## src/rtl/core/ccr_pkg.sv

```systemverilog
// Shared types, codes and constants of the character canvas rasterizer.
package ccr_pkg;

	localparam int COORD_BITS = 12;
	localparam int RADIUS_BITS = 11;
	localparam int CHAR_BITS = 8;
	localparam int WIDTH_REG_BITS = 7;
	localparam int HEIGHT_REG_BITS = 6;
	localparam int MAX_WIDTH_DEF = 64;
	localparam int MAX_HEIGHT_DEF = 32;

	localparam logic [WIDTH_REG_BITS-1:0] WIDTH_RESET = 7'd64;
	localparam logic [HEIGHT_REG_BITS-1:0] HEIGHT_RESET = 6'd32;
	localparam logic [CHAR_BITS-1:0] BLANK = 8'h20;

	// Midpoint circle decision constants.
	localparam int CIRC_D0 = 3;
	localparam int CIRC_INC_A = 6;
	localparam int CIRC_INC_B = 10;

	// Operation codes.
	localparam logic [2:0] OP_POINT = 3'd0;
	localparam logic [2:0] OP_LINE = 3'd1;
	localparam logic [2:0] OP_RECT = 3'd2;
	localparam logic [2:0] OP_FILL = 3'd3;
	localparam logic [2:0] OP_CIRCLE = 3'd4;
	localparam logic [2:0] OP_DISC = 3'd5;
	localparam logic [2:0] OP_CLEAR = 3'd6;
	localparam logic [2:0] OP_READ = 3'd7;

	// Register indexes.
	localparam logic REG_WIDTH = 1'b0;
	localparam logic REG_HEIGHT = 1'b1;

	typedef struct packed {
		logic [2:0] op;
		logic signed [COORD_BITS-1:0] x_a;
		logic signed [COORD_BITS-1:0] y_a;
		logic signed [COORD_BITS-1:0] x_b;
		logic signed [COORD_BITS-1:0] y_b;
		logic [RADIUS_BITS-1:0] radius;
		logic [CHAR_BITS-1:0] draw_char;
	} req_t;

	typedef struct packed {
		logic [CHAR_BITS-1:0] read_char;
		logic read_inside;
	} rsp_t;

	typedef struct packed {
		logic load;
		logic step;
		logic clr;
		logic finish;
	} ctl_t;

	typedef struct packed {
		logic last;
		logic is_clr;
		logic clr_last;
	} stat_t;

endpackage

```

## src/rtl/core/ccr_ctrl.sv

```systemverilog
// Controller of the rasterizer: sweep, run, finish and result handshake.
module ccr_ctrl (
	input logic clk,
	input logic arst_n,
	input logic cmd_valid,
	output logic cmd_ready,
	output logic rsp_valid,
	input logic rsp_ready,
	output ccr_pkg::ctl_t ctl,
	input ccr_pkg::stat_t stat
);

	localparam logic [1:0] S_SWEEP = 2'd0;
	localparam logic [1:0] S_IDLE = 2'd1;
	localparam logic [1:0] S_RUN = 2'd2;
	localparam logic [1:0] S_FIN = 2'd3;

	logic [1:0] state_q, state_nxt;
	logic ov_q;

	assign cmd_ready = (state_q == S_IDLE);
	assign rsp_valid = ov_q;
	assign ctl.load = cmd_valid && (state_q == S_IDLE);
	assign ctl.clr = (state_q == S_SWEEP) || (state_q == S_RUN && stat.is_clr);
	assign ctl.step = (state_q == S_RUN) && !stat.is_clr;
	assign ctl.finish = (state_q == S_FIN) && (!ov_q || rsp_ready);

	always_comb begin
		state_nxt = state_q;
		unique case (state_q)
			S_SWEEP: if (stat.clr_last) state_nxt = S_IDLE;
			S_IDLE: if (ctl.load) state_nxt = S_RUN;
			S_RUN: begin
				if (stat.is_clr ? stat.clr_last : stat.last) state_nxt = S_FIN;
			end
			default: if (ctl.finish) state_nxt = S_IDLE;
		endcase
	end

	always_ff @(posedge clk or negedge arst_n) begin
		if (!arst_n) begin
			state_q <= S_SWEEP;
			ov_q <= 1'b0;
		end else begin
			state_q <= state_nxt;
			if (ctl.finish) begin
				ov_q <= 1'b1;
			end else if (rsp_ready) begin
				ov_q <= 1'b0;
			end
		end
	end

	a_load_runs: assert property (@(posedge clk) disable iff (!arst_n)
		ctl.load |=> state_q == S_RUN)
		else $error("accepted request did not start work");
	a_finish_free: assert property (@(posedge clk) disable iff (!arst_n)
		ctl.finish |-> (!ov_q || rsp_ready))
		else $error("result overwritten while pending");
	a_finish_shows: assert property (@(posedge clk) disable iff (!arst_n)
		ctl.finish |=> rsp_valid)
		else $error("finished request produced no result");
	a_sweep_closed: assert property (@(posedge clk) disable iff (!arst_n)
		state_q == S_SWEEP |-> !cmd_ready && !ctl.step)
		else $error("request taken during store sweep");

endmodule

```

## config.mk

```make
export PLATFORM = sky130hd
export DESIGN_NAME = ccr_ctrl
export DESIGN_NICKNAME = d
export VERILOG_FILES = /design/src/rtl/core/ccr_pkg.sv /design/src/rtl/core/ccr_ctrl.sv
export SDC_FILE = /design/constraint.sdc
export NUM_CORES = 1
export LEC_CHECK = 0
export ABC_AREA = 1
export BUFFER_PORTS_ARGS = -buffer_cell sky130_fd_sc_hd__buf_2
export CAP_MARGIN = 20
export CORE_AREA = 5 5 42 44
export CTS_CLUSTER_SIZE = 16
export DETAILED_ROUTE_END_ITERATION = 8
export DIE_AREA = 0 0 47 49
export HOLD_SLACK_MARGIN = 0.02
export MAX_ROUTING_LAYER = met4
export PLACE_DENSITY = 0.52
export RECOVER_POWER = 100
export SLEW_MARGIN = 25
export SYNTH_ARGS = -nofsm -noshare
export SYNTH_HDL_FRONTEND = slang
export SYNTH_SLANG_ARGS = --single-unit
```

## constraint.sdc

```tcl
create_clock -name clk -period 1.7 [get_ports clk]
set_input_delay 0.34 -clock clk [delete_from_list [all_inputs] [get_ports clk]]
set_output_delay 0.34 -clock clk [all_outputs]
set_load 0.02 [all_outputs]
```

==> results.sh, run 1 <==
export IMPL_worstPathArrival_ps=1220
export IMPL_syn_area_per_cell_um2=6.96
export IMPL_drive_above_1_share_pct=28.6
export IMPL_fp_dieW_um=47
export IMPL_grt_overflow=0
export IMPL_hold_depth=4
export IMPL_reg2reg_from="state_q[0]"
export IMPL_ys_warn_count=0
export IMPL_rows=14
export IMPL_dpl_instance_area_um2=352
export IMPL_critPathCaptureType="output pin"
export IMPL_whs_ps=373
export IMPL_hpwl_um=455
export IMPL_diodes=0
export IMPL_maxCapViolCount=0
export IMPL_drc=0
export IMPL_rsz0062_at_grt="no"
export IMPL_r2r_slack_ps=380
export IMPL_crit_chain="inv_1 > ha_1 > inv_1 > nor2_4 > clkbuf_2"
export IMPL_fin_setup_tns_ps=0
export IMPL_antenna_found_initial=0
export IMPL_final_max_slew_viol_count=0
export IMPL_syn_inst=39
export IMPL_design_area_um2=379
export IMPL_fmax_mhz=640
export IMPL_cts_repair_resized=0
export IMPL_cts_max_level=1
export IMPL_wl_per_cell_um=7.32
export IMPL_syn_nets=50
export IMPL_dp_cells=67
export IMPL_r2r_end="state_q[0]"
export IMPL_crit_required_ps=1360
export IMPL_hold_buffers=1
export IMPL_grt_use_total_pct=5.72
export IMPL_worstHoldPathType="in -> reg"
export IMPL_fp_dieArea_um2=2300
export IMPL_io_pins=13
export IMPL_skew_ps=0.642
export IMPL_netlist_area_um2=272
export IMPL_grt_pass1_wl_um=952
export IMPL_port_buffers=12
export IMPL_leakage_nw=0.234
export IMPL_outcome="finished, final reports clean"
export IMPL_worstHoldStart="rsp_ready"
export IMPL_grt_pass1_vias=271
export IMPL_post_cts_buffers=0
export IMPL_final_instance_count_excl_fill=72
export IMPL_min_period_ps=1560
export IMPL_critPathKind="reg -> out"
export IMPL_cts_root_buf="clkbuf_4"
export IMPL_hold_viol_final=0
export IMPL_crit_buf_inv=3
export IMPL_reg2reg_depth=10
export IMPL_slowest_stage="dfrtp_1"
export IMPL_wirelength_um=527
export IMPL_grt_max_degree=5
export IMPL_cts_buffers_inserted=3
export IMPL_cts_reportedPaths_clkPinSlew_ps=40
export IMPL_cts_tree="done"
export IMPL_routed_via_density=3.76
export IMPL_drt_iter0_drc=0
export IMPL_min_to="rsp_valid"
export IMPL_area_growth_syn_to_layout_pct=39.6
export IMPL_via_count=271
export IMPL_pre_cts_slack_ps=379
export IMPL_timing_final_ws_setup_ps=138
export IMPL_synth_cell_types=14
export IMPL_critPathMaxStageDelay_ps=400
export IMPL_fp_dieH_um=49
export IMPL_ys_ff_latch=3
export IMPL_gp_congestion=0.675
export IMPL_slew_headroom_pct=83.1
export IMPL_powerDensity_nw_per_um2=1880
export IMPL_start_kind="register"
export IMPL_period_share_pct=91.9
export IMPL_design_core_area_um2=1400
export IMPL_cts_sinks=3
export IMPL_setup_violations=0
export IMPL_cp_top_family="flip-flops"
export IMPL_clkLatencyLatePin_ps=230
export IMPL_initial_core_util_pct=19.4
export IMPL_worst_pin_slew_ps=254
export IMPL_cpMostUsedCell="inv_1"
export IMPL_path_max_fanout=4
export IMPL_ys_seq_area_share_pct=27.6
export IMPL_drtAntennaViolNets=0
export IMPL_ir_drop_v=0.000422
export IMPL_nets=68
export IMPL_ctsLongestPathBuffers=2
export IMPL_drt_pass1_iter_count=1
==> worst register-to-register path, stage by stage (launching register included) <==
cell and delay (ps):
dfrtp_1 380, inv_1 80, ha_1 220, inv_1 100
nor2_4 40, nand2_1 50, nand2_1 50, inv_1 80
nand3_1 90, nand2_1 70, nand2_1 50
==> per-layer routing <==
metal  GRT usage [%]  wire length, um  vias up
met5               -                0        -
met4            4.15                0        0
met3            1.11               35        0
met2            9.28              296        5
met1            5.75              195      118
li1                -                -      148
==> cells by family (layout without fill, tap and decap cells) <==
kind of cell,count (synthesis),after routing,share of synthesized area (%)
AO/OA/AOI/OAI,1,1,1.84
flip-flops,3,3,27.6
AND/OR/NAND/NOR,20,20,36.9
buffers and inverters,11,28,15.2
adder cells (fa/ha/maj),4,4,18.4
==> layout make-up <==
cell class / instances / area, um^2
flip-flops and latches: 3 / 75.1
repair buffers: 13 / 66.3
fillers: 166 / 1020
well taps: 16 / 20.0
clock buffers: 4 / 26.3
multi-input cells: 25 / 150
inverters: 11 / 41.3
==> through the flow <==
stage / total power [mW] / util (%)
2_1_floorplan: 0.496 / -
3_3_place_gp: 0.617 / 25.1
3_5_place_dp: 0.618 / 25.1
4_1_cts: 0.755 / 27.7
5_1_grt: 0.797 / 27.1
6_report: 0.713 / 27.1
==> state kept, by name, summed over array words and instances (netlist names) <==
name       flops
rsp_valid      1
state_q        2
==> placed cells by master, fill, tap and decap left out, drive strengths merged <==
cell type    count
clkinv           1
a21oi            1
nand4            1
or2              1
buf              5
inv             10
nand2           14
nor2             2
ha               4
clkbuf          11
nand3            2
dlygate4sd3      1
dfrtp            3
==> synthesized netlist by cell type <==
| master | number | area [um^2] |
|---|---|---|
| nand2_1 | 13 | 48.8 |
| inv_1 | 8 | 30.0 |
| ha_1 | 4 | 50.1 |
| dfrtp_1 | 3 | 75.1 |
| inv_2 | 2 | 7.51 |
| a21oi_1 | 1 | 5.00 |
| clkinv_1 | 1 | 3.75 |
| nand2_2 | 1 | 6.26 |
| nand3_1 | 1 | 5.00 |
| nand3_2 | 1 | 10.0 |
| nand4_1 | 1 | 6.26 |
| nor2_1 | 1 | 3.75 |
| nor2_4 | 1 | 11.3 |
| or2_4 | 1 | 8.76 |
==> power by group <==
group	internal (mW)	switching, mW
clock network	0.0879	0.0361
registers	0.109	0.0290
logic	0.160	0.290
==> worst max path at each step <==
stage,startpoint,endpoint,slack [ps],cells past startpoint
after floorplan,state_q[1],ctl[3],370,4
after global placement,state_q[0],ctl[2],400,5
after detailed placement,state_q[0],ctl[2],380,5
after CTS,state_q[0],ctl[2],120,5
after global routing,state_q[0],ctl[2],30,5
final,state_q[0],ctl[2],140,5
(Power assumes the default switching activity.)
==> run 2, diff against run 1 <==
--- a/config.mk
+++ b/config.mk
@@ -5,7 +5,6 @@
 export SDC_FILE = /design/constraint.sdc
 export NUM_CORES = 1
 export LEC_CHECK = 0
-export ABC_AREA = 1
 export BUFFER_PORTS_ARGS = -buffer_cell sky130_fd_sc_hd__buf_2
 export CAP_MARGIN = 20
 export CORE_AREA = 5 5 42 44
@@ -14,7 +13,7 @@
 export DIE_AREA = 0 0 47 49
 export HOLD_SLACK_MARGIN = 0.02
 export MAX_ROUTING_LAYER = met4
-export PLACE_DENSITY = 0.52
+export PLACE_DENSITY = 0.53
 export RECOVER_POWER = 100
 export SLEW_MARGIN = 25
 export SYNTH_ARGS = -nofsm -noshare
==> run 2 against run 1 <==
Area after synthesis rose by 6.5%. Final area increased by 6.9%. First-iteration DRC count grew 5. Combinational power up 6.2%. Synthesized cell count fell by 23%. Critical path depth decreased by 1. Total power up 5.0%. Clock skew barely moved. Sequential power rose by 5%. Critical path type unchanged. Highest routed layer unchanged.
==> results.sh, run 2 <==
export IMPL_outcome="finished, final reports clean"
export IMPL_setup_violations=0
export IMPL_critPathCaptureType="output pin"
export IMPL_port_buffers=12
export IMPL_skew_ps=1.12
export IMPL_antenna_found_initial=0
export IMPL_async_reset_ff_share_pct=100
export IMPL_drive_above_1_share_pct=40.4
export IMPL_nets=59
export IMPL_cts_buffers_inserted=3
export IMPL_synth_edf_count=0
export IMPL_io_pins=13
export IMPL_crit_buf_inv=2
export IMPL_top_register="state_q"
export IMPL_synth_area_top_cells="dfrtp_1 26%, ha_1 17%, nand2b_1 6.5%, inv_1 5.2%, mux2_4 5.2%"
export IMPL_multi_input_area_um2=204
export IMPL_min_period_ps=1630
export IMPL_r2r_slack_ps=240
export IMPL_drtAntennaViolNets=0
export IMPL_routed_via_density=4.43
export IMPL_synth_top_area_share_pct=26.0
export IMPL_yosys_area_top_type="dfrtp_1"
export IMPL_slowest_stage="dfrtp_1"
export IMPL_drc=0
export IMPL_fp_dieArea_um2=2300
export IMPL_period_share_pct=95.9
export IMPL_grt_pass1_wl_mm=1.00
export IMPL_drt_pass1_iter_count=4
export IMPL_diodes=0
export IMPL_powerDensity_nw_per_um2=1850
export IMPL_ys_seq_area_share_pct=26.0
export IMPL_critPathKind="reg -> out"
export IMPL_path_max_fanout=4
export IMPL_register_area_um2=75.1
export IMPL_post_cts_buffers=0
export IMPL_wirelength_um=651
export IMPL_cts_root_buf="clkbuf_4"
export IMPL_grt_pass1_vias=285
export IMPL_netlist_area_um2=289
export IMPL_grt_overflow=0
export IMPL_grt_use_total_pct=6.28
export IMPL_rsz0062_at_grt="no"
export IMPL_slew_headroom_pct=80.5
export IMPL_rows=14
export IMPL_clkLatencyLatePin_ps=230
export IMPL_fin_setup_tns_ps=0
export IMPL_cts_tree="done"
export IMPL_cp_top_family="flip-flops"
export IMPL_largest_reg_flops=2
export IMPL_synth_common_cells="4 x ha_1, 4 x inv_1, 3 x dfrtp_1, 3 x nand2b_1"
export IMPL_ctsLongestPathBuffers=2
export IMPL_initial_core_util_pct=20.6
export IMPL_leakage_nw=0.198
export IMPL_fp_dieH_um=49
export IMPL_hpwl_um=534
export IMPL_fp_dieW_um=47
export IMPL_design_area_um2=405
export IMPL_ir_drop_v=0.000344
export IMPL_power_uw=748
export IMPL_wl_per_cell_um=10.3
export IMPL_final_cell_mix="7 x buf_2, 5 x clkbuf_1"
export IMPL_via_count=279
export IMPL_crit_chain="inv_2 > ha_2 > and2_4 > clkbuf_2"
export IMPL_mostFrequentLayoutCell="buf_2"
export IMPL_ys_warn_count=0
export IMPL_drt_iter0_drc=5
export IMPL_syn_inst=30
export IMPL_ys_ff_latch=3
export IMPL_grt_max_degree=6
export IMPL_gp_congestion=0.710
export IMPL_design_core_area_um2=1400
export IMPL_area_growth_syn_to_layout_pct=40.3
export IMPL_synth_cell_types=20
export IMPL_r2r_end="state_q[1]"
export IMPL_syn_area_per_cell_um2=9.63
export IMPL_worst_pin_slew_ps=288
export IMPL_worstHoldPathType="in -> async"
export IMPL_cts_sinks=3
export IMPL_crit_required_ps=1360
export IMPL_cts_max_level=1
export IMPL_cts_reportedPaths_clkPinSlew_ps=40
export IMPL_start_kind="register"
export IMPL_maxCapViolCount=0
export IMPL_worstPathArrival_ps=1290
export IMPL_syn_nets=41
export IMPL_dpl_instance_area_um2=369
export IMPL_reg2reg_depth=5
export IMPL_fillers=157
export IMPL_final_max_slew_viol_count=0
export IMPL_synth_main_ff_cell="dfrtp_1"
export IMPL_critPathMaxStageDelay_ps=420
export IMPL_fmax_mhz=614
export IMPL_hold_viol_final=0
export IMPL_reg2reg_from="state_q[0]"
run 2: cell type report:
class / instances / share of cell area [%]
Clock buffer: 4 / 6.48
Timing Repair Buffer: 13 / 16.0
Tap cell: 16 / 4.94
Sequential cell: 3 / 18.5
Inverter: 4 / 3.70
Multi-Input combinational cell: 23 / 50.3
run 2: per-stage QoR:
step	hold WS, ps	worst slack, ps	util, %	cells
2_1_floorplan	44.4	225	-	30
3_3_place_gp	140	221	26.3	58
3_5_place_dp	140	247	26.3	58
4_1_cts	418	8.71	28.9	63
5_1_grt	480	3.35	28.9	63
6_report	442	70.4	28.9	63
run 2: layer usage:
metal / track usage [%] / vias to the layer above / routed length (um) / part of all wire, %
li1: - / 140 / - / -
met1: 5.49 / 132 / 249 / 38
met2: 9.28 / 7 / 347 / 53
met3: 1.48 / 0 / 54 / 8.3
met4: 7.83 / 0 / 0 / 0
met5: - / - / 0 / 0
run 2: logic make-up after synthesis:
family	synth area share, %
compound gates	29.9
fa+ha+maj	17.3
buf+inv	5.19
flops	26.0
mux	5.19
simple gates	16.5
run 2: worst max path at each step:
stage	cells after the start	end	slack, ps	start
2_1_floorplan	5	state_q[1]	220	state_q[1]
3_3_place_gp	5	state_q[1]	220	state_q[1]
3_5_place_dp	5	state_q[1]	250	state_q[1]
4_1_cts	4	ctl[3]	9	state_q[1]
5_1_grt	4	ctl[1]	3	state_q[0]
6_report	4	ctl[3]	70	state_q[1]
run 2: timing repair:
action / CTS / global route
setup endpoints to repair: 0 / 3
hold endpoints to repair: 3 / 0
hold buffers: 1 / 0
gates resized for setup: 0 / 3
run 2: report_power, final:
group / total [mW] / internal, mW / leakage, nW / switching (mW)
registers: 0.145 / 0.110 / 0.0345 / 0.0351
clock network: 0.125 / 0.0880 / 0.0150 / 0.0372
logic: 0.478 / 0.200 / 0.149 / 0.277
total: 0.748 / 0.398 / 0.198 / 0.350
